<file path="config.mk">
export PLATFORM = sky130hd
export DESIGN_NAME = three_harmonic_tone_generator_flat
export DESIGN_NICKNAME = d
export VERILOG_FILES = /design/src/rtl/thtg_pkg.sv /design/src/rtl/thtg_if.sv /design/src/rtl/thtg_sine_lookup.sv /design/src/rtl/three_harmonic_tone_generator.sv /design/src/flat_wrapper.sv
export SDC_FILE = /design/constraint.sdc
export NUM_CORES = 2
export LEC_CHECK = 0
export ABC_AREA = 1
export BUFFER_PORTS_ARGS = -buffer_cell sky130_fd_sc_hd__buf_2
export CAP_MARGIN = 20
export CORE_MARGIN = 2
export CORE_UTILIZATION = 30
export CTS_CLUSTER_DIAMETER = 150
export CTS_CLUSTER_SIZE = 25
export DETAILED_ROUTE_END_ITERATION = 6
export PLACE_DENSITY = 0.55
export SYNTH_ARGS = -nofsm -noshare
export SYNTH_HDL_FRONTEND = slang
export SYNTH_HIERARCHICAL = 1
export SYNTH_SLANG_ARGS = --single-unit
</file>
<file path="constraint.sdc">
create_clock -name clk -period 7 [get_ports clk]
set_clock_uncertainty 0.1 [all_clocks]
set_input_delay 0.7 -clock clk [delete_from_list [all_inputs] [get_ports clk]]
set_output_delay 0.7 -clock clk [all_outputs]
set_load 0.02 [all_outputs]
</file>
<file path="src/rtl/thtg_pkg.sv">
// ----------------------------------------------------------------------------
// thtg_pkg
// Shared widths, constants and the quarter-wave sine table of the tone
// generator.
// ----------------------------------------------------------------------------
package thtg_pkg;

  localparam int SINE_TABLE_BITS = 10;
  localparam int PHASE_BITS      = 32;

  localparam int INDEX_W  = 32;
  localparam int STEP_W   = 32;
  localparam int SAMPLE_W = 16;

  // quarter table geometry
  localparam int QUAD_BITS = SINE_TABLE_BITS - 2;
  localparam int QSTEPS    = 1 << QUAD_BITS;
  localparam int QSINE_W   = 15;
  localparam int SINE_W    = 16;

  localparam logic [STEP_W-1:0] PHASE_KEEP = {STEP_W{1'b1}} << (STEP_W - PHASE_BITS);

  localparam logic [63:0] HALF_PI_Q30 = 64'd1686629713;
  localparam int          ONE_Q14     = 16384;

  // mix: t = 6*s1 + 3*s2 + 2*s3, biased so that the divide sees a positive value
  localparam int MIX_W       = 20;
  localparam int MIX_U_W     = 19;
  localparam int MIX_BIAS    = 3 + 6 * 32768;
  // divide by 6 as multiply by ceil(2^22 / 6), exact for values below 2^21
  localparam int DIV6_SHIFT  = 22;
  localparam int DIV6_W      = 20;
  localparam logic [DIV6_W-1:0] DIV6_RECIP = DIV6_W'(((1 << DIV6_SHIFT) + 5) / 6);
  localparam int QUOT_W      = 17;
  localparam int PROD6_W     = MIX_U_W + DIV6_W;

  typedef logic [QSINE_W-1:0] qsine_tab_t [QSTEPS];

  // fixed taylor series of sin at k/QSTEPS of a quarter turn, rounded to q14
  function automatic logic [QSINE_W-1:0] qsine_val(input int unsigned k);
    logic [63:0]        x;
    logic [63:0]        x2;
    logic [63:0]        term;
    logic signed [63:0] sum;
    logic [63:0]        r;
    x    = (64'(k) * HALF_PI_Q30) >> QUAD_BITS;
    x2   = (x * x) >> 30;
    term = x;
    sum  = $signed(x);
    term = ((term * x2) >> 30) / 64'd6;
    sum  = sum - $signed(term);
    term = ((term * x2) >> 30) / 64'd20;
    sum  = sum + $signed(term);
    term = ((term * x2) >> 30) / 64'd42;
    sum  = sum - $signed(term);
    term = ((term * x2) >> 30) / 64'd72;
    sum  = sum + $signed(term);
    term = ((term * x2) >> 30) / 64'd110;
    sum  = sum - $signed(term);
    term = ((term * x2) >> 30) / 64'd156;
    sum  = sum + $signed(term);
    if (sum < 0) begin
      sum = '0;
    end
    r = ($unsigned(sum) + 64'd32768) >> 16;
    if (r > 64'(ONE_Q14)) begin
      r = 64'(ONE_Q14);
    end
    return r[QSINE_W-1:0];
  endfunction

  function automatic qsine_tab_t build_qsine();
    qsine_tab_t tab;
    for (int k = 0; k < QSTEPS; k++) begin
      tab[k] = qsine_val(k);
    end
    return tab;
  endfunction

  // entries 0 .. QSTEPS-1, and the quarter-turn point on its own
  localparam qsine_tab_t          QSINE     = build_qsine();
  localparam logic [QSINE_W-1:0]  QSINE_TOP = qsine_val(QSTEPS);

endpackage

</file>
<file path="src/rtl/thtg_if.sv">
// ----------------------------------------------------------------------------
// thtg_if
// Valid/ready channels of the tone generator: sample indexes in, samples out.
// ----------------------------------------------------------------------------
interface thtg_index_if
  import thtg_pkg::*;
();
  logic               valid;
  logic               ready;
  logic [INDEX_W-1:0] sample_index;

  modport source (output valid, output sample_index, input ready);
  modport sink   (input valid, input sample_index, output ready);
endinterface

interface thtg_sample_if
  import thtg_pkg::*;
();
  logic                       valid;
  logic                       ready;
  logic signed [SAMPLE_W-1:0] sample;

  modport source (output valid, output sample, input ready);
  modport sink   (input valid, input sample, output ready);
endinterface

</file>
<file path="src/rtl/thtg_sine_lookup.sv">
// ----------------------------------------------------------------------------
// thtg_sine_lookup
// Full-wave sine from the quarter-wave table: quadrant folding and sign.
// ----------------------------------------------------------------------------
module thtg_sine_lookup
  import thtg_pkg::*;
(
  input  logic [SINE_TABLE_BITS-1:0] idx,
  output logic signed [SINE_W-1:0]   sine
);

  logic [1:0]           quad;
  logic [QUAD_BITS-1:0] k;
  logic [QUAD_BITS-1:0] k_rev;
  logic [QSINE_W-1:0]   mag;

  always_comb begin
    quad  = idx[SINE_TABLE_BITS-1 -: 2];
    k     = idx[QUAD_BITS-1:0];
    k_rev = '0 - k;
    if (quad[0]) begin
      // mirrored quadrant, k of zero lands on the quarter-turn point
      mag = (k == '0) ? QSINE_TOP : QSINE[k_rev];
    end else begin
      mag = QSINE[k];
    end
    if (quad[1]) begin
      sine = -$signed({1'b0, mag});
    end else begin
      sine = $signed({1'b0, mag});
    end
  end

endmodule

</file>
<file path="src/rtl/three_harmonic_tone_generator.sv">
// ----------------------------------------------------------------------------
// three_harmonic_tone_generator
// Sample index in, sin(p) + sin(2p)/2 + sin(3p)/3 out as signed q2.14.
// ----------------------------------------------------------------------------
// usage:
//   index_ch carries one sample index per word, tone_ch returns one sample per
//   word, in order. phase_step (q0.32, frequency / sample rate) is loaded
//   via cfg_wr_en / cfg_wr_data, by the user while the block is idle; the block does not enforce it.
//   five register stages: phase multiply, harmonic phases, table lookup,
//   harmonic mix, divide by 6 and saturate. an accepted word passes through
//   these stages in that order and is shown on tone_ch from the last one.
//   throughput is one word per cycle while tone_ch does not stall; every
//   stage, including the 32x32 phase multiplier and the divide-by-6
//   multiplier, takes a new word each cycle when nothing stalls.
//   reset clears all stage valid bits and sets phase_step to 0.
//   when tone_ch stalls, the output word holds and each stage keeps its word
//   until the one after it frees up; empty stages in front still fill, so
//   index_ch is refused only once all five stages are full.
// ----------------------------------------------------------------------------
module three_harmonic_tone_generator
  import thtg_pkg::*;
(
  input  logic                clk,
  input  logic                rst,
  input  logic                cfg_wr_en,
  input  logic [STEP_W-1:0]   cfg_wr_data,
  thtg_index_if.sink          index_ch,
  thtg_sample_if.source       tone_ch
);

  logic [STEP_W-1:0] phase_step;

  // stage valid bits and per-stage ready
  logic v1, v2, v3, v4, v5;
  logic rdy1, rdy2, rdy3, rdy4, rdy5;

  logic [STEP_W-1:0]               prod;
  logic [SINE_TABLE_BITS-1:0]      hidx [3];
  logic signed [SINE_W-1:0]        sine [3];
  logic [MIX_U_W-1:0]              mix;
  logic signed [SAMPLE_W-1:0]      sample;

  logic [STEP_W-1:0]               ph1;
  logic [STEP_W-1:0]               ph2;
  logic [STEP_W-1:0]               ph3;
  logic signed [SINE_W-1:0]        sine_lk [3];
  logic signed [MIX_W-1:0]         mix_s;
  logic [PROD6_W-1:0]              prod6;
  logic [QUOT_W-1:0]               quot;
  logic signed [QUOT_W:0]          centered;
  logic signed [SAMPLE_W-1:0]      sample_next;

  assign rdy5 = !v5 || tone_ch.ready;
  assign rdy4 = !v4 || rdy5;
  assign rdy3 = !v3 || rdy4;
  assign rdy2 = !v2 || rdy3;
  assign rdy1 = !v1 || rdy2;

  assign index_ch.ready = rdy1;
  assign tone_ch.valid  = v5;
  assign tone_ch.sample = sample;

  always_comb begin
    ph1 = prod & PHASE_KEEP;
    ph2 = ph1 << 1;
    ph3 = ph1 + ph2;
  end

  for (genvar h = 0; h < 3; h++) begin : g_lookup
    thtg_sine_lookup u_lookup (
      .idx  (hidx[h]),
      .sine (sine_lk[h])
    );
  end

  always_comb begin
    mix_s = MIX_W'(sine[0]) * 20'sd6 + MIX_W'(sine[1]) * 20'sd3
          + MIX_W'(sine[2]) * 20'sd2 + MIX_W'(MIX_BIAS);
    prod6 = PROD6_W'(mix) * PROD6_W'(DIV6_RECIP);
    quot  = QUOT_W'(prod6 >> DIV6_SHIFT);
    centered = $signed({1'b0, quot}) - 18'sd32768;
    if (centered > 18'sd32767) begin
      sample_next = 16'sh7fff;
    end else if (centered < -18'sd32768) begin
      sample_next = -16'sh8000;
    end else begin
      sample_next = SAMPLE_W'(centered);
    end
  end

  always_ff @(posedge clk) begin
    if (rst) begin
      phase_step <= '0;
      v1 <= 1'b0;
      v2 <= 1'b0;
      v3 <= 1'b0;
      v4 <= 1'b0;
      v5 <= 1'b0;
    end else begin
      if (cfg_wr_en) begin
        phase_step <= cfg_wr_data;
      end
      if (rdy1) v1 <= index_ch.valid;
      if (rdy2) v2 <= v1;
      if (rdy3) v3 <= v2;
      if (rdy4) v4 <= v3;
      if (rdy5) v5 <= v4;
    end
  end

  always_ff @(posedge clk) begin
    if (rdy1) begin
      // only the low word of the product matters, the phase wraps
      prod <= STEP_W'(index_ch.sample_index * phase_step);
    end
    if (rdy2) begin
      hidx[0] <= ph1[STEP_W-1 -: SINE_TABLE_BITS];
      hidx[1] <= ph2[STEP_W-1 -: SINE_TABLE_BITS];
      hidx[2] <= ph3[STEP_W-1 -: SINE_TABLE_BITS];
    end
    if (rdy3) begin
      sine <= sine_lk;
    end
    if (rdy4) begin
      mix <= MIX_U_W'(mix_s);
    end
    if (rdy5) begin
      sample <= sample_next;
    end
  end

  a_accept_fills_first: assert property (@(posedge clk) disable iff (rst)
    index_ch.valid && index_ch.ready |=> v1)
    else $error("accepted word did not reach the first stage");

  a_stall_holds_mix: assert property (@(posedge clk) disable iff (rst)
    v4 && v5 && !tone_ch.ready |=> v4 && $stable(mix))
    else $error("mix stage lost its word under a stall");

  a_sine_range: assert property (@(posedge clk) disable iff (rst)
    v3 |-> (sine[0] <= 16'sd16384) && (sine[0] >= -16'sd16384)
        && (sine[2] <= 16'sd16384) && (sine[2] >= -16'sd16384))
    else $error("looked-up sine beyond one");

  a_no_clip: assert property (@(posedge clk) disable iff (rst)
    v5 |-> (sample != 16'sh7fff) && (sample != -16'sh8000))
    else $error("harmonic sum reached the saturation limit");

endmodule
</file>
<file path="src/flat_wrapper.sv">
// flat-port wrapper written by rule: the top's interface ports become plain ports
module three_harmonic_tone_generator_flat import thtg_pkg::*;
  (clk, rst, cfg_wr_en, cfg_wr_data, index_ch_valid, index_ch_sample_index, index_ch_ready, tone_ch_valid, tone_ch_sample, tone_ch_ready);
  thtg_index_if index_ch_i ();
  thtg_sample_if tone_ch_i ();
  input  logic clk;
  input  logic rst;
  input  logic cfg_wr_en;
  input  logic [STEP_W-1:0] cfg_wr_data;
  input wire logic [$bits(index_ch_i.valid)-1:0] index_ch_valid;
  input wire logic [$bits(index_ch_i.sample_index)-1:0] index_ch_sample_index;
  output wire logic [$bits(index_ch_i.ready)-1:0] index_ch_ready;
  output wire logic [$bits(tone_ch_i.valid)-1:0] tone_ch_valid;
  output wire logic [$bits(tone_ch_i.sample)-1:0] tone_ch_sample;
  input wire logic [$bits(tone_ch_i.ready)-1:0] tone_ch_ready;
  assign index_ch_i.valid = index_ch_valid;
  assign index_ch_i.sample_index = index_ch_sample_index;
  assign index_ch_ready = index_ch_i.ready;
  assign tone_ch_valid = tone_ch_i.valid;
  assign tone_ch_sample = tone_ch_i.sample;
  assign tone_ch_i.ready = tone_ch_ready;
  three_harmonic_tone_generator u_core (.clk(clk), .rst(rst), .cfg_wr_en(cfg_wr_en), .cfg_wr_data(cfg_wr_data), .index_ch(index_ch_i), .tone_ch(tone_ch_i));
endmodule
</file>
==> out/results.ini <==
[clock_tree]
cts_tree=done
cts-root-buf=clkbuf_16
clk_pin_slew_ns=0.10
cts_max_level=4
cts_buffers=17
insertion_delay_ns=0.53
clkSinkCount=173
clk_path_buf_depth=2

[critical_path]
r2r-end=u_core/ph1[28]
reg2reg_depth=24
arrival_ns=6.94
r2r_setup_slack_ns=0.23
cp-start-kind=flip-flop
crit_fanout=13
worstSetupPathType=flip-flop to flip-flop
end_kind=flip-flop
reg2reg_from=u_core/phase_step[3]
cp.required_ns=7.17

[place]
portBuffers=86
dp_slack_ns=-0.441
dpl.hpwl_mm=187
place_area_sq_um=59800
gp_congestion=0.999

[timing]
setup_viol=0
setup_slack_ns=0.230
holdWs_ns=0.308
relSlewSlack_pct=21.9
worst_pin_slew_ns=1.17
final_hold_viol_count=0
period_share_pct=96.7
post-route-min-period_ns=6.77
max_freq_mhz=148
slew_violations=0

[cells_and_area]
drive_gt1_share_pct=8.90
fin_nets=9967
syn_to_final_growth_pct=10.1
final_area_sq_um=60800
fill_cells=20451

[hold_path]
hp-start=cfg_wr_data[12]
hold_depth=3
whs_endpoint=u_core/phase_step[12]
hp-class=input port to flip-flop

[floorplanning]
die_x_um=433
rows=157
fp.coreArea_sq_um=183000
dieArea_sq_um=188000
fp.dieH_um=433
start_util_pct=30.2
io-pin-count=87

[run_status]
outcome=finished clean

[synth]
synth.cell_area_sq_um=55300
postSynthCellCount=8797
yosys_warnings=6
yosysSeqAreaShare_pct=8.73
syn-num-nets=9875
ys.flop_type=edfxtp_1
synthArstFlopShare_pct=0
synth-edff-count=136
synth_seq_cells=173
synth_area_per_cell_sq_um=6.28
synthDistinctLibCells=58

[run]
drv_cap=0

[route]
drtIter0Drc=6382
drt_wl_total_mm=234
drtAntennaViolNets=0
first_pass_iters=7
vias_per_cell=5.22
dr_total_vias=59336
drcViolationCount=0
post_drt_wl_per_cell_um=20.6

[global_routing]
grt_pass1_wl_mm=357
grt_max_degree=112
track_usage_pct=24.5
antenna_found_initial=12
grt_pass1_vias=58320
grt_overflow_total=0

metal layers:
layer	global-route usage, %	vias up	routed length [um]
li1	-	27735	-
met1	34.0	28377	103000
met2	38.6	2758	104000
met3	3.24	460	18000
met4	9.36	6	9290
met5	0	-	47
kinds of logic after synthesis:
family,after synthesis,share of synthesized area [%]
compound gates,973,9.69
xor+xnor,144,2.28
fa+ha+maj,1009,30.3
buf+inv,1760,13.1
flops,173,8.73
simple gates,4738,35.9
critical path: stages (launching register included):
cell and delay (ns):
dfxtp_4 0.38, buf_12 0.14, nand2_1 0.08, fa_1 0.50, inv_1 0.05, fa_1 0.52, inv_1 0.05, fa_1 0.54
inv_1 0.06, fa_1 0.51, fa_1 0.51, inv_1 0.06, fa_1 0.48, fa_1 0.54, inv_1 0.05, fa_1 0.55
ha_4 0.23, buf_4 0.13, nand2_1 0.09, o21ai_0 0.15, a21oi_1 0.17, nand3_1 0.14, a31o_2 0.24, a21oi_1 0.15
xnor2_1 0.09
registers in the layout, indices dropped and copies added (netlist names):
register	cells
u_core/v1	1
u_core/phase_step	32
u_core/tone_ch.sample	16
u_core/tone_ch.valid	1
u_core/hidx	21
u_core/mix	19
u_core/ph1	32
u_core/v4	1
u_core/v2	1
u_core/v3	1
u_core/sine	48
timing repair:
item,in CTS,in global routing
hold buffers,0,0
setup buffers,0,13
setup endpoints to repair,0,26
gates resized for setup,0,79
synthesized netlist by cell type (all sizes together) (16+ instances only):
cell	n	share of area [%]
nand3	778	7.3
nand4	97	1.1
nand3b	20	0.27
a21oi	345	3.2
inv	1335	9.1
o21bai	16	0.22
o211ai	85	1.2
buf	268	3.0
o21ai	429	3.9
a31oi	30	0.34
nand2	3281	23
a21o	16	0.22
dfxtp	37	1.3
nor3	24	0.24
fa	546	20
xor2	91	1.4
ha	463	10
or2	16	0.18
clkbuf	151	1.0
xnor2	53	0.84
edfxtp	136	7.4
nor2	513	4.0
layout by cell type, fill, tap and decap left out, types with 11 or more instances in the layout:
master,synthesis,final
buf_4,54,378
nand3b_1,20,20
clkbuf_16,0,19
nor2_2,31,37
o22ai_1,12,12
nor3_1,23,21
buf_12,1,20
nand2_4,10,12
dfxtp_1,37,23
a21oi_2,7,15
nor2_4,20,21
nor2_1,459,452
nand2_2,62,72
o31ai_1,12,12
buf_2,135,86
o21bai_1,16,16
nand3_2,14,16
inv_2,33,38
edfxtp_1,136,136
nand4_1,96,96
xor2_1,91,91
o211ai_1,85,85
o21ai_0,390,388
dfxtp_2,0,11
a21oi_1,338,330
nand2_1,3209,3198
a21o_1,16,16
a31oi_1,30,30
inv_1,1296,1291
o21ai_1,39,38
nand3_1,758,756
a22oi_1,12,12
ha_1,463,453
xnor2_1,53,53
fa_1,546,543
per-stage QoR:
| step | util [%] | setup TNS (ns) | cells |
|---|---|---|---|
| floorplan | - | -0.0182 | 8797 |
| global placement | 32.6 | -1.57 | 11317 |
| detailed placement | 32.7 | -2.54 | 11318 |
| CTS | 33.0 | 0 | 11350 |
| global route | 33.2 | -0.0241 | 11374 |
| finish | 33.2 | 0 | 11374 |
cell type report:
| class | instances | area, sq um | area share (%) |
|---|---|---|---|
| inverters | 1341 | 5050 | 8.30 |
| clock inverters | 15 | 151 | 0.249 |
| well taps | 2464 | 3080 | 5.07 |
| flip-flops and latches | 173 | 4850 | 7.97 |
| multi-input cells | 6865 | 43500 | 71.4 |
| repair buffers | 491 | 3790 | 6.24 |
| clock buffers | 17 | 425 | 0.699 |
| diodes | 8 | 20.0 | 0.0329 |
worst max path at each step:
| stage | startpoint | slack [ns] | end |
|---|---|---|---|
| floorplan | index_ch_sample_index[15] | -0.02 | u_core/ph1[29] |
| global placement | index_ch_sample_index[6] | -0.33 | u_core/ph1[29] |
| detailed placement | index_ch_sample_index[6] | -0.44 | u_core/ph1[29] |
| CTS | u_core/phase_step[10] | 0.01 | u_core/ph1[29] |
| global route | u_core/phase_step[2] | -0.02 | u_core/ph1[29] |
| finish | u_core/phase_step[3] | 0.23 | u_core/ph1[28] |
Power is not shown: default switching activity piles up to over one toggle a cycle in this logic, so the estimate is an artifact.
